$ cat config.mk
export PLATFORM = sky130hd
export DESIGN_NAME = scsf_isqrt
export DESIGN_NICKNAME = d
export VERILOG_FILES = /design/src/rtl/core/scsf_pkg.sv /design/src/rtl/core/scsf_isqrt.sv
export SDC_FILE = /design/constraint.sdc
export NUM_CORES = 2
export LEC_CHECK = 0
export BUFFER_PORTS_ARGS = -buffer_cell sky130_fd_sc_hd__clkbuf_2
export CORE_MARGIN = 2
export CORE_UTILIZATION = 40
export CTS_CLUSTER_SIZE = 8
export DETAILED_ROUTE_END_ITERATION = 12
export GPL_ROUTABILITY_DRIVEN = 1
export HOLD_SLACK_MARGIN = 0.1
export SLEW_MARGIN = 15
export SYNTH_ARGS = -nofsm -noshare
export SYNTH_HDL_FRONTEND = slang
export SYNTH_SLANG_ARGS = --single-unit
$ cat constraint.sdc
create_clock -name i_clk -period 8.3 [get_ports i_clk]
set_clock_uncertainty 0.05 [all_clocks]
set_input_delay 1.66 -clock i_clk [delete_from_list [all_inputs] [get_ports i_clk]]
set_output_delay 1.66 -clock i_clk [all_outputs]
set_load 0.05 [all_outputs]
$ cat src/rtl/core/scsf_pkg.sv
// package for the soft circle smoothstep field core
// holds widths, register indexes, payload structs and sideband types
// used by every module of the core; no dependencies
`timescale 1ns / 1ps
`default_nettype none
package scsf_pkg;

    localparam int FRAC_BITS = 16;
    localparam int DATA_W    = 32;
    localparam int TAG_W     = 24;
    localparam int ETA_W     = FRAC_BITS + 1;
    localparam int POLY_W    = FRAC_BITS + 5;
    localparam int CFG_IDX_W = 3;

    localparam logic [CFG_IDX_W-1:0] REG_CENTER_X   = 3'd0;
    localparam logic [CFG_IDX_W-1:0] REG_CENTER_Y   = 3'd1;
    localparam logic [CFG_IDX_W-1:0] REG_RADIUS     = 3'd2;
    localparam logic [CFG_IDX_W-1:0] REG_EDGE_WIDTH = 3'd3;
    localparam logic [CFG_IDX_W-1:0] REG_AMPLITUDE  = 3'd4;

    localparam logic [ETA_W-1:0] ONE_Q = ETA_W'(1) << FRAC_BITS;

    typedef struct packed {
        logic signed [31:0] coord_x;
        logic signed [31:0] coord_y;
        logic [TAG_W-1:0]   node_tag;
    } t_in_item;

    typedef struct packed {
        logic signed [31:0] field_value;
        logic [TAG_W-1:0]   tag_out;
    } t_out_item;

    // sideband through the root pipeline
    typedef struct packed {
        logic             sat;
        logic [TAG_W-1:0] tag;
    } t_root_side;

    // sideband through the divider pipeline
    typedef struct packed {
        logic             in_circle;
        logic             beyond;
        logic [TAG_W-1:0] tag;
    } t_div_side;

endpackage
`default_nettype wire

$ cat src/rtl/core/scsf_isqrt.sv
// pipelined integer square root, one root bit per stage
// depends on scsf_pkg for the sideband type
`timescale 1ns / 1ps
`default_nettype none
module scsf_isqrt (
    input  wire logic                  i_clk,
    input  wire logic                  i_rst_n,
    input  wire logic                  i_en,
    input  wire logic                  i_valid,
    input  wire logic [62:0]           i_radicand,
    input  wire scsf_pkg::t_root_side  i_side,
    output logic                       o_valid,
    output logic [31:0]                o_root,
    output scsf_pkg::t_root_side       o_side
);
    import scsf_pkg::*;

    localparam int NSTG = 32;

    logic             w_v    [0:NSTG];
    logic [34:0]      w_rem  [0:NSTG];
    logic [31:0]      w_root [0:NSTG];
    logic [63:0]      w_n    [0:NSTG];
    t_root_side       w_side [0:NSTG];

    assign w_v[0]    = i_valid;
    assign w_rem[0]  = '0;
    assign w_root[0] = '0;
    assign w_n[0]    = {1'b0, i_radicand};
    assign w_side[0] = i_side;

    for (genvar g = 0; g < NSTG; g++) begin : g_stage
        logic        r_v;
        logic [34:0] r_rem;
        logic [31:0] r_root;
        logic [63:0] r_n;
        t_root_side  r_side;
        logic [34:0] rem_s;
        logic [34:0] trial;
        logic        ge;

        // bring down the next two radicand bits and try root*4+1
        assign rem_s = {w_rem[g][32:0], w_n[g][63:62]};
        assign trial = {1'b0, w_root[g], 2'b01};
        assign ge    = (rem_s >= trial);

        always_ff @(posedge i_clk) begin
            if (!i_rst_n) begin
                r_v <= 1'b0;
            end else if (i_en) begin
                r_v <= w_v[g];
            end
        end

        always_ff @(posedge i_clk) begin
            if (i_en) begin
                r_rem  <= ge ? (rem_s - trial) : rem_s;
                r_root <= {w_root[g][30:0], ge};
                r_n    <= {w_n[g][61:0], 2'b00};
                r_side <= w_side[g];
            end
        end

        assign w_v[g+1]    = r_v;
        assign w_rem[g+1]  = r_rem;
        assign w_root[g+1] = r_root;
        assign w_n[g+1]    = r_n;
        assign w_side[g+1] = r_side;
    end

    assign o_valid = w_v[NSTG];
    assign o_root  = w_root[NSTG];
    assign o_side  = w_side[NSTG];

endmodule
`default_nettype wire

==> results.ini <==
[pwr]
p_leak_nw = 59.3
power.total_w = 0.0457
power.density_nw_per_um2 = 287
ir_drop_mv = 0.196

[floorplanning]
pin_count = 150
die_x_um = 596
die_area_um2 = 355000
start_util_pct = 40.2
die_y_um = 596
core_um2 = 349000
rows = 217

[yosys]
synth-seq-cells = 3320
synth_top_area_share_pct = 70.4
synth.yosys.seq_area_share_pct = 70.9
yosys.area.top_type = edfxtp_1
postSynthAreaPerCell_um2 = 14.4
yosysUniqueCellTypes = 90
synth_edf_count = 3288
synth_cells = 9738
synth_top_flop_cell = edfxtp_1
netlist_top_cells_area = edfxtp_1 70%, ha_1 5.0%, xor2_1 2.5%, xnor2_1 2.5%, a21oi_1 1.9%
yosys_warnings = 0
synthTopCellsByCount = 3288 x edfxtp_1, 678 x inv_1, 626 x nand2_1
async_flop_share_pct = 0
syn_area_um2 = 140000
yosysMostFrequentCell = edfxtp_1
synth_fp_nets = 10400

[place]
io_buffers = 149
dp_hpwl_mm = 176
place_ws_ns = 3.85
gp_congestion = 0.912
postPlaceCellArea_um2 = 147000

[sta]
timing.slew.headroom_pct = 21.7
slew_violations = 0
min_period_ns = 4.51
finalHoldViolCount = 0
tns_ns = 0
rsz0062_at_grt = no
tightest_slew_ns = 1.17
fin_ws_ns = 3.79
max_freq_ghz = 0.222
timing.final.crit_share_pct = 54.3
finalSetupViolCount = 0

[setup_path]
crit_chain = or4_1 -> or3_1 -> or4_1 -> or3_1 -> nor3_1 -> nor2b_1 -> clkinv_1 -> nand2_1 -> nor3_1 -> xor2_1
rrSetupSlack_ns = 3.79
crit_slowest_cell = nor2b_1
crit_fanout = 11
path_class = reg -> reg
r2r-start = g_stage[5].r_rem[8]
critPathCaptureType = register
slowest_delay_ns = 0.64
arrival_ns = 5.12
r2r_end = g_stage[6].r_rem[22]
rr_worst_depth = 10
cp.required_ns = 8.92
startpoint_type = register

[routing]
via_count = 76500
wl_mm = 259
first_iter_violations = 5789
dr.pass1.iters = 6
drc = 0
via_per_inst = 5.14
avgRoutedWirePerCell_um = 17.4
ant_nets = 0

[global_routing]
overflow = 0
track_usage_pct = 14.3
grt_max_degree = 194
grt_pass1_vias = 77500
grt_pass1_wl_mm = 415
grt_antenna_before_repair = 2

[cts]
cts_buffers = 458
clockBufferDepth = 4
postCtsSetupRepairBufs = 0
clk_latency_ns = 0.95
cts_tree = yes
cts_resized = 0
clk_pin_slew_ns = 0.05
postCtsHoldBufs = 0
cts_max_level = 5
cts_root_buffer = clkbuf_16
cts_sinks = 3320

[final_layout]
num-fill-cells = 30200
post-route-util_pct = 45.6
final_nets = 10900
final_cell_area_um2 = 159000
syn2layout_area_growth_pct = 13.6
drive_above_1_share_pct = 8.39

[flow_run]
cap_violations = 0

[worst_hold_path]
hp-start = g_stage[7].r_n[44]
min_path_cells = 0
hold_end = g_stage[8].r_n[46]
min_path_type = reg -> reg

[status]
status = finished clean

cells by family (layout without fill, tap and decap cells):
| family | after synthesis | after routing | share of synthesized area, % |
|---|---|---|---|
| and+or+nand+nor | 2307 | 2307 | 8.09 |
| AOI/OAI and AO/OA | 1774 | 1774 | 7.82 |
| muxes | 124 | 124 | 0.954 |
| other | 1 | 3 | 0.00267 |
| buffers and inverters | 853 | 1413 | 2.30 |
| adders and majority gates | 559 | 559 | 4.99 |
| xor gates and xnor gates | 800 | 800 | 5.00 |
| DFF | 3320 | 3320 | 70.9 |
worst max path at each step:
stage	startpoint	to	slack, ns
4_1_cts	g_stage[5].r_rem[8]	g_stage[6].r_rem[22]	3.80
2_1_floorplan	g_stage[28].r_rem[8]	g_stage[29].r_rem[10]	4.55
5_1_grt	g_stage[5].r_rem[8]	g_stage[6].r_rem[22]	3.46
3_5_place_dp	g_stage[5].r_rem[8]	g_stage[6].r_rem[14]	3.85
6_report	g_stage[5].r_rem[8]	g_stage[6].r_rem[22]	3.79
3_3_place_gp	g_stage[5].r_rem[9]	g_stage[6].r_rem[16]	3.84
cell type report:
type / instances / area, um2 / area share [%]
repair buffers: 217 / 1480 / 0.932
multi-input cells: 5565 / 37700 / 23.7
clock buffers: 475 / 11600 / 7.26
flip-flops and latches: 3320 / 99400 / 62.4
clock inverters: 41 / 788 / 0.495
diodes: 2 / 5.00 / 0.00314
well taps: 4599 / 5750 / 3.61
inverters: 680 / 2550 / 1.60
report_power, final:
part | internal (W) | switching (W) | total, W | leakage, nW
registers | 0.0208 | 0.00114 | 0.0220 | 32.0
clock network | 0.00977 | 0.00661 | 0.0164 | 6.00
logic | 0.00306 | 0.00428 | 0.00733 | 21.2
total | 0.0337 | 0.0120 | 0.0457 | 59.3
placed cells by master (no fill, tap or decap), types with 27 or more instances in the layout:
cell	synthesis	routed
edfxtp_1	3288	3288
inv_1	678	678
nand2_1	626	626
ha_1	559	559
nor2_1	533	533
a21oi_1	532	529
o21ai_0	473	473
clkbuf_16	0	460
xor2_1	403	403
xnor2_1	397	397
a21o_1	264	264
nor3_1	218	216
nand3_1	149	149
clkbuf_2	1	148
nor2b_1	123	122
nor4_1	115	115
nand2b_1	112	112
o21a_1	105	105
nand4_1	98	98
mux2_2	78	78
or3_1	78	78
o31ai_1	61	60
or4_1	54	54
buf_4	1	51
mux2i_1	46	46
and3_1	45	45
o21bai_1	44	44
a31oi_1	45	44
or2_2	39	39
a211oi_1	33	33
dfxtp_1	32	32
o211ai_1	30	30
and2_1	27	27
registers in the layout, indices dropped and copies added, names as in the netlist:
signal / cells
g_stage.r_n: 992
o_valid: 1
g_stage.r_side: 775
o_side: 25
g_stage.r_v: 31
g_stage.r_root: 496
o_root: 32
g_stage.r_rem: 968
layer usage:
metal  global-route usage (%)  share of wire [%]  vias up  wire length (um)
met4                     5.68                3.7        2              9550
met2                     24.1                 48     1680            125000
li1                         -                  -    37100                 -
met5                        0             0.0050        -                13
met3                     2.52                4.5      568             11700
met1                     18.3                 44    37200            113000
metrics by stage:
step | hold slack [ns] | std cells
floorplan | 0.350 | 9738
global placement | 0.350 | 14400
detailed placement | 0.355 | 14400
CTS | 0.271 | 14900
global route | 0.277 | 14900
finish | 0.275 | 14900
critical path, delay by kind of cell, from the launching register on:
kind                   cells  cell delay (ns)
AND/OR/NAND/NOR            8             3.12
flip-flops                 1             0.43
buffers and inverters      1             0.47
XOR/XNOR                   1             0.15
Power figures use the tool's default switching activity.
