### src/rtl/core/scsf_pkg.sv
// package for the soft circle smoothstep field core
// holds widths, register indexes, payload structs and sideband types
// used by every module of the core; no dependencies
`timescale 1ns / 1ps
`default_nettype none
package scsf_pkg;

    localparam int FRAC_BITS = 16;
    localparam int DATA_W    = 32;
    localparam int TAG_W     = 24;
    localparam int ETA_W     = FRAC_BITS + 1;
    localparam int POLY_W    = FRAC_BITS + 5;
    localparam int CFG_IDX_W = 3;

    localparam logic [CFG_IDX_W-1:0] REG_CENTER_X   = 3'd0;
    localparam logic [CFG_IDX_W-1:0] REG_CENTER_Y   = 3'd1;
    localparam logic [CFG_IDX_W-1:0] REG_RADIUS     = 3'd2;
    localparam logic [CFG_IDX_W-1:0] REG_EDGE_WIDTH = 3'd3;
    localparam logic [CFG_IDX_W-1:0] REG_AMPLITUDE  = 3'd4;

    localparam logic [ETA_W-1:0] ONE_Q = ETA_W'(1) << FRAC_BITS;

    typedef struct packed {
        logic signed [31:0] coord_x;
        logic signed [31:0] coord_y;
        logic [TAG_W-1:0]   node_tag;
    } t_in_item;

    typedef struct packed {
        logic signed [31:0] field_value;
        logic [TAG_W-1:0]   tag_out;
    } t_out_item;

    // sideband through the root pipeline
    typedef struct packed {
        logic             sat;
        logic [TAG_W-1:0] tag;
    } t_root_side;

    // sideband through the divider pipeline
    typedef struct packed {
        logic             in_circle;
        logic             beyond;
        logic [TAG_W-1:0] tag;
    } t_div_side;

endpackage
`default_nettype wire

### src/rtl/core/scsf_div.sv
// pipelined restoring divider for the band weight, one quotient bit per stage
// quotient is (diff << FRAC_BITS) / divisor for diff <= divisor; uses scsf_pkg
`timescale 1ns / 1ps
`default_nettype none
module scsf_div (
    input  wire logic                         i_clk,
    input  wire logic                         i_rst_n,
    input  wire logic                         i_en,
    input  wire logic                         i_valid,
    input  wire logic [30:0]                  i_diff,
    input  wire logic [30:0]                  i_divisor,
    input  wire scsf_pkg::t_div_side          i_side,
    output logic                              o_valid,
    output logic [scsf_pkg::ETA_W-1:0]        o_quot,
    output scsf_pkg::t_div_side               o_side
);
    import scsf_pkg::*;

    localparam int NSTG = ETA_W;

    logic             w_v    [0:NSTG];
    logic [30:0]      w_rem  [0:NSTG];
    logic [ETA_W-1:0] w_q    [0:NSTG];
    t_div_side        w_side [0:NSTG];

    assign w_v[0]    = i_valid;
    assign w_rem[0]  = i_diff;
    assign w_q[0]    = '0;
    assign w_side[0] = i_side;

    for (genvar g = 0; g < NSTG; g++) begin : g_stage
        logic        r_v;
        logic [30:0] r_rem;
        logic [ETA_W-1:0] r_q;
        t_div_side   r_side;
        logic [31:0] rem_s;
        logic        ge;

        // the integer bit compares diff itself, later bits shift first
        if (g == 0) begin : g_first
            assign rem_s = {1'b0, w_rem[g]};
        end else begin : g_next
            assign rem_s = {w_rem[g], 1'b0};
        end
        assign ge = (rem_s >= {1'b0, i_divisor});

        always_ff @(posedge i_clk) begin
            if (!i_rst_n) begin
                r_v <= 1'b0;
            end else if (i_en) begin
                r_v <= w_v[g];
            end
        end

        always_ff @(posedge i_clk) begin
            if (i_en) begin
                r_rem  <= ge ? 31'(rem_s - {1'b0, i_divisor}) : rem_s[30:0];
                r_q    <= {w_q[g][ETA_W-2:0], ge};
                r_side <= w_side[g];
            end
        end

        assign w_v[g+1]    = r_v;
        assign w_rem[g+1]  = r_rem;
        assign w_q[g+1]    = r_q;
        assign w_side[g+1] = r_side;
    end

    assign o_valid = w_v[NSTG];
    assign o_quot  = w_q[NSTG];
    assign o_side  = w_side[NSTG];

endmodule
`default_nettype wire

### config.mk
export PLATFORM = sky130hd
export DESIGN_NAME = scsf_div
export DESIGN_NICKNAME = d
export VERILOG_FILES = /design/src/rtl/core/scsf_pkg.sv /design/src/rtl/core/scsf_div.sv
export SDC_FILE = /design/constraint.sdc
export NUM_CORES = 2
export LEC_CHECK = 0
export CAP_MARGIN = 10
export CORE_MARGIN = 5
export CORE_UTILIZATION = 49
export CTS_BUF_LIST = sky130_fd_sc_hd__clkbuf_4
export DETAILED_ROUTE_END_ITERATION = 7
export DONT_BUFFER_PORTS = 1
export HOLD_SLACK_MARGIN = 0.08
export PLACE_DENSITY = 0.74
export SETUP_SLACK_MARGIN = 0.05
export SLEW_MARGIN = 20
export SYNTH_ARGS = -nofsm -noshare
export SYNTH_HDL_FRONTEND = slang
export SYNTH_SLANG_ARGS = --single-unit
### constraint.sdc
create_clock -name i_clk -period 6 [get_ports i_clk]
set_input_delay 1.2 -clock i_clk [delete_from_list [all_inputs] [get_ports i_clk]]
set_output_delay 1.2 -clock i_clk [all_outputs]
set_load 0.02 [all_outputs]
==> summary.md <==
| Metric | Value |
|---|---|
| Most common cell on crit path | `a31oi_1` |
| Final Wtd Congestion | `0.908` |
| Setup CP Type | `primary input to flip-flop` |
| Clk root buf | `clkbuf_4` |
| Final min period | `4120 ps` |
| F_max | `0.243 GHz` |
| Syn nets | `6,026` |
| Seq/Total Area, Yosys | `52.3%` |
| Worst Hold Launch | `i_en` |
| R2R Path Start | `g_stage[3].r_rem[1]$_DFFE_PP_` |
| Ports | `136` |
| Wire length per cell | `18.6 um` |
| Seq cells post-synth | `1,108` |
| Setup slack, reg-to-reg | `1930 ps` |
| Required time of the critical path | `6980 ps` |
| Async set-reset flop share out of synthesis | `0%` |
| Post-route setup TNS | `0 ps` |
| Total Power | `0.0365 W` |
| Worst path arrival time | `5100 ps` |
| Mean Syn Cell Area | `11.7 sq um` |
| CP peak stage delay | `570 ps` |
| Worst hold endpoint | `g_stage[0].r_side[4]$_DFFE_PP_` |
| Initial core utilization | `49.5%` |
| DRC viols | `0` |
| Slowest-stage cell, CP | `inv_1` |
| Cells after Synth | `5,392` |
| Die H | `369 um` |
| Core area | `128,000 sq um` |
| Vias in the first global route | `42,985` |
| Final Skew | `61.7 ps` |
| Fin. Hold Viols | `0` |
| Relative slew slack | `27.3%` |
| Via-to-Cell Ratio | `5.69` |
| Worst reg2reg path endpoint | `g_stage[4].r_rem[3]$_DFFE_PP_` |
| Predominant post-synthesis flop cell | `edfxtp_1` |
| Die width | `369 um` |
| Post-synth EDFFs | `1,091` |
| Max-slew violations | `0` |
| Hold path depth | `1` |
| TritonCTS clock tree | `yes` |
| Period utilization | `68.7%` |
| DRT iter0 DRCs | `3,242` |
| Worst Hold Class | `primary input to flip-flop` |
| CTS Buffer Depth | `4` |
| Worst-Margin Slew | `1090 ps` |
| Final HPWL DP | `98.2 mm` |
| Unrepaired setup endpoints after global routing | `false` |
| Fraction of layout instances using a drive strength above 1 | `13.5%` |
| Yosys warning total | `0` |
| Total GRT Usage | `20.6%` |
| DIE AREA | `136,000 sq um` |
| Gates resized, CTS repair | `0` |
| Critical-path maximum fanout | `48` |
| CTS H-tree depth | `5` |
| Finished Cell Area | `70,100 sq um` |
| Post-synth cell types | `96` |
| TritonCTS Buffers | `314` |
| Worst vdd ir | `0.000266 V` |
| Status | `completed` |
| Worst r2r path cells | `10` |
| Initial antenna violation count | `2` |
| # setup viols final | `0` |
| Crit-path cells | `inv_1, ha_1, o21a_1, a2111oi_4, nor3_1, a31oi_1, a31oi_1, a21oi_2, o21ai_1, o21bai_1, a221oi_4, buf_12, mux2_2` |
| CP endpoint kind | `flip-flop` |
| DRT Pass-1 Iters | `6` |
| IO buf count | `0` |
| Lkg Pwr | `27.7 nW` |
| Clock transition at path regs | `60 ps` |
| Via count | `43,484` |
| Cell Area, Placed | `65,900 sq um` |
| Max-cap violation count | `0` |
| Power density over the cells | `521 nW/um^2` |
| Synth top area share | `51.8%` |
| Synth top area cells | `edfxtp_1 52%, ha_1 10%, a21oi_1 4.3%` |
| Grt ovf | `0` |
| Pin count of the biggest net entering global routing | `232` |
| Nets | `6,360` |
| First-pass GRT wire length | `225 mm` |
| Startpoint types | `primary input` |
| Area Overhead vs Synth | `10.8%` |
| Final ANT Viol Nets | `0` |
| Num rows | `131` |
| Largest area contributor in the netlist | `edfxtp_1` |
| Fillers | `10,831` |
| CTS Sinks | `1,108` |
| Worst skew pair latency | `1240 ps` |
| Post-Route WL | `143 mm` |
| Cell area after synthesis | `63,300 sq um` |
state kept, by name (all words and copies together), names as in the netlist:
signal / count
o_valid: 1
g_stage.r_rem: 496
o_side: 26
g_stage.r_side: 416
g_stage.r_q: 136
g_stage.r_v: 16
o_quot: 17
cell usage in the layout (no fill, tap or decap), types with 77 or more instances in the layout:
master	instances
xor2_1	162
a21oi_1	543
nand3_1	80
nand2_1	337
ha_1	526
nand4_1	94
clkbuf_4	425
a21o_1	288
xnor2_1	266
o21ai_0	321
inv_1	144
edfxtp_1	1091
nor2_1	372
nor2b_1	77
mux2_2	169
metal layers:
metal  track usage (%)  wire, um  part of all wire, %  vias up
li1                  -         -                    -    21376
met2              33.1     65900                   46     1185
met4              9.62      6270                  4.4        0
met5                 0         0                    0        -
met3              6.19     10300                  7.2      367
met1              25.5     60000                   42    20556
how the worst max path moves through the flow:
stage                                       startpoint                              end  slack [ps]  cells after the start
finish                                    i_divisor[8]    g_stage[0].r_rem[1]$_DFFE_PP_        1880                     13
detailed placement                        i_divisor[8]    g_stage[0].r_rem[1]$_DFFE_PP_         750                     13
floorplan                                 i_divisor[1]  g_stage[15].r_rem[10]$_DFFE_PP_         990                     14
global placement                          i_divisor[0]  g_stage[10].r_rem[30]$_DFFE_PP_         830                     15
CTS                 g_stage[14].r_rem[0]$_SDFFCE_PN0P_  g_stage[15].r_rem[30]$_DFFE_PP_        2030                     13
global route         g_stage[6].r_rem[0]$_SDFFCE_PN0P_   g_stage[7].r_rem[23]$_DFFE_PP_        1660                     12
area by class of cell:
| class | instances | area (sq um) | share of cell area [%] |
|---|---|---|---|
| Timing Repair Buffer | 147 | 1550 | 2.20 |
| Multi-Input combinational cell | 4008 | 29200 | 41.6 |
| Tap cell | 1729 | 2160 | 3.08 |
| Sequential cell | 1108 | 33100 | 47.2 |
| Clock buffer | 425 | 3190 | 4.55 |
| Inverter | 147 | 552 | 0.787 |
| Antenna cell | 6 | 15.0 | 0.0214 |
| Clock inverter | 78 | 387 | 0.551 |
through the flow:
stage / cells / hold WS (ps) / setup slack [ps] / utilization, %
floorplan: 5392 / 400 / 992 / -
detailed placement: 7076 / 405 / 746 / 51.5
CTS: 7640 / 115 / 2030 / 54.7
finish: 7648 / 291 / 1880 / 54.8
global route: 7648 / 135 / 1660 / 54.8
global placement: 7074 / 400 / 829 / 51.4
synthesized netlist by cell type, types with 36 or more instances:
| library cell | instances |
|---|---|
| a21o_1 | 288 |
| a21oi_1 | 543 |
| a31oi_1 | 50 |
| and3_1 | 36 |
| clkbuf_1 | 94 |
| edfxtp_1 | 1091 |
| ha_1 | 526 |
| inv_1 | 145 |
| mux2_2 | 169 |
| nand2_1 | 337 |
| nand2b_1 | 49 |
| nand3_1 | 83 |
| nand4_1 | 94 |
| nor2_1 | 372 |
| nor2b_1 | 77 |
| nor3_1 | 52 |
| o21a_1 | 69 |
| o21ai_0 | 321 |
| o21bai_1 | 65 |
| xnor2_1 | 266 |
| xor2_1 | 162 |
report_power, final:
group / internal [W] / switching, W / leakage (nW)
clock: 0.00338 / 0.00308 / 2.17
combinational: 0.00788 / 0.00937 / 14.8
sequential: 0.0116 / 0.00120 / 10.8
total: 0.0229 / 0.0137 / 27.7
logic make-up after synthesis:
kind of cell | after synthesis | synth area share [%]
muxes | 217 | 3.94
DFF | 1108 | 52.3
AOI/OAI and AO/OA | 1604 | 16.0
and+or+nand+nor | 1217 | 9.13
adders and majority gates | 542 | 10.9
buffers and inverters | 276 | 1.78
xor gates and xnor gates | 428 | 5.92
critical path: cells and delay by family:
kind | cells | cell delay [ps]
AOI/OAI and AO/OA | 8 | 2130
buffers and inverters | 2 | 840
adders and majority gates | 1 | 430
muxes | 1 | 370
and+or+nand+nor | 1 | 90
timing repair:
item | in CTS | in global routing
hold buffers | 61 | 0
buffers inserted | 0 | 0
endpoints found under the hold margin | 111 | 0
(Power assumes the default switching activity.)
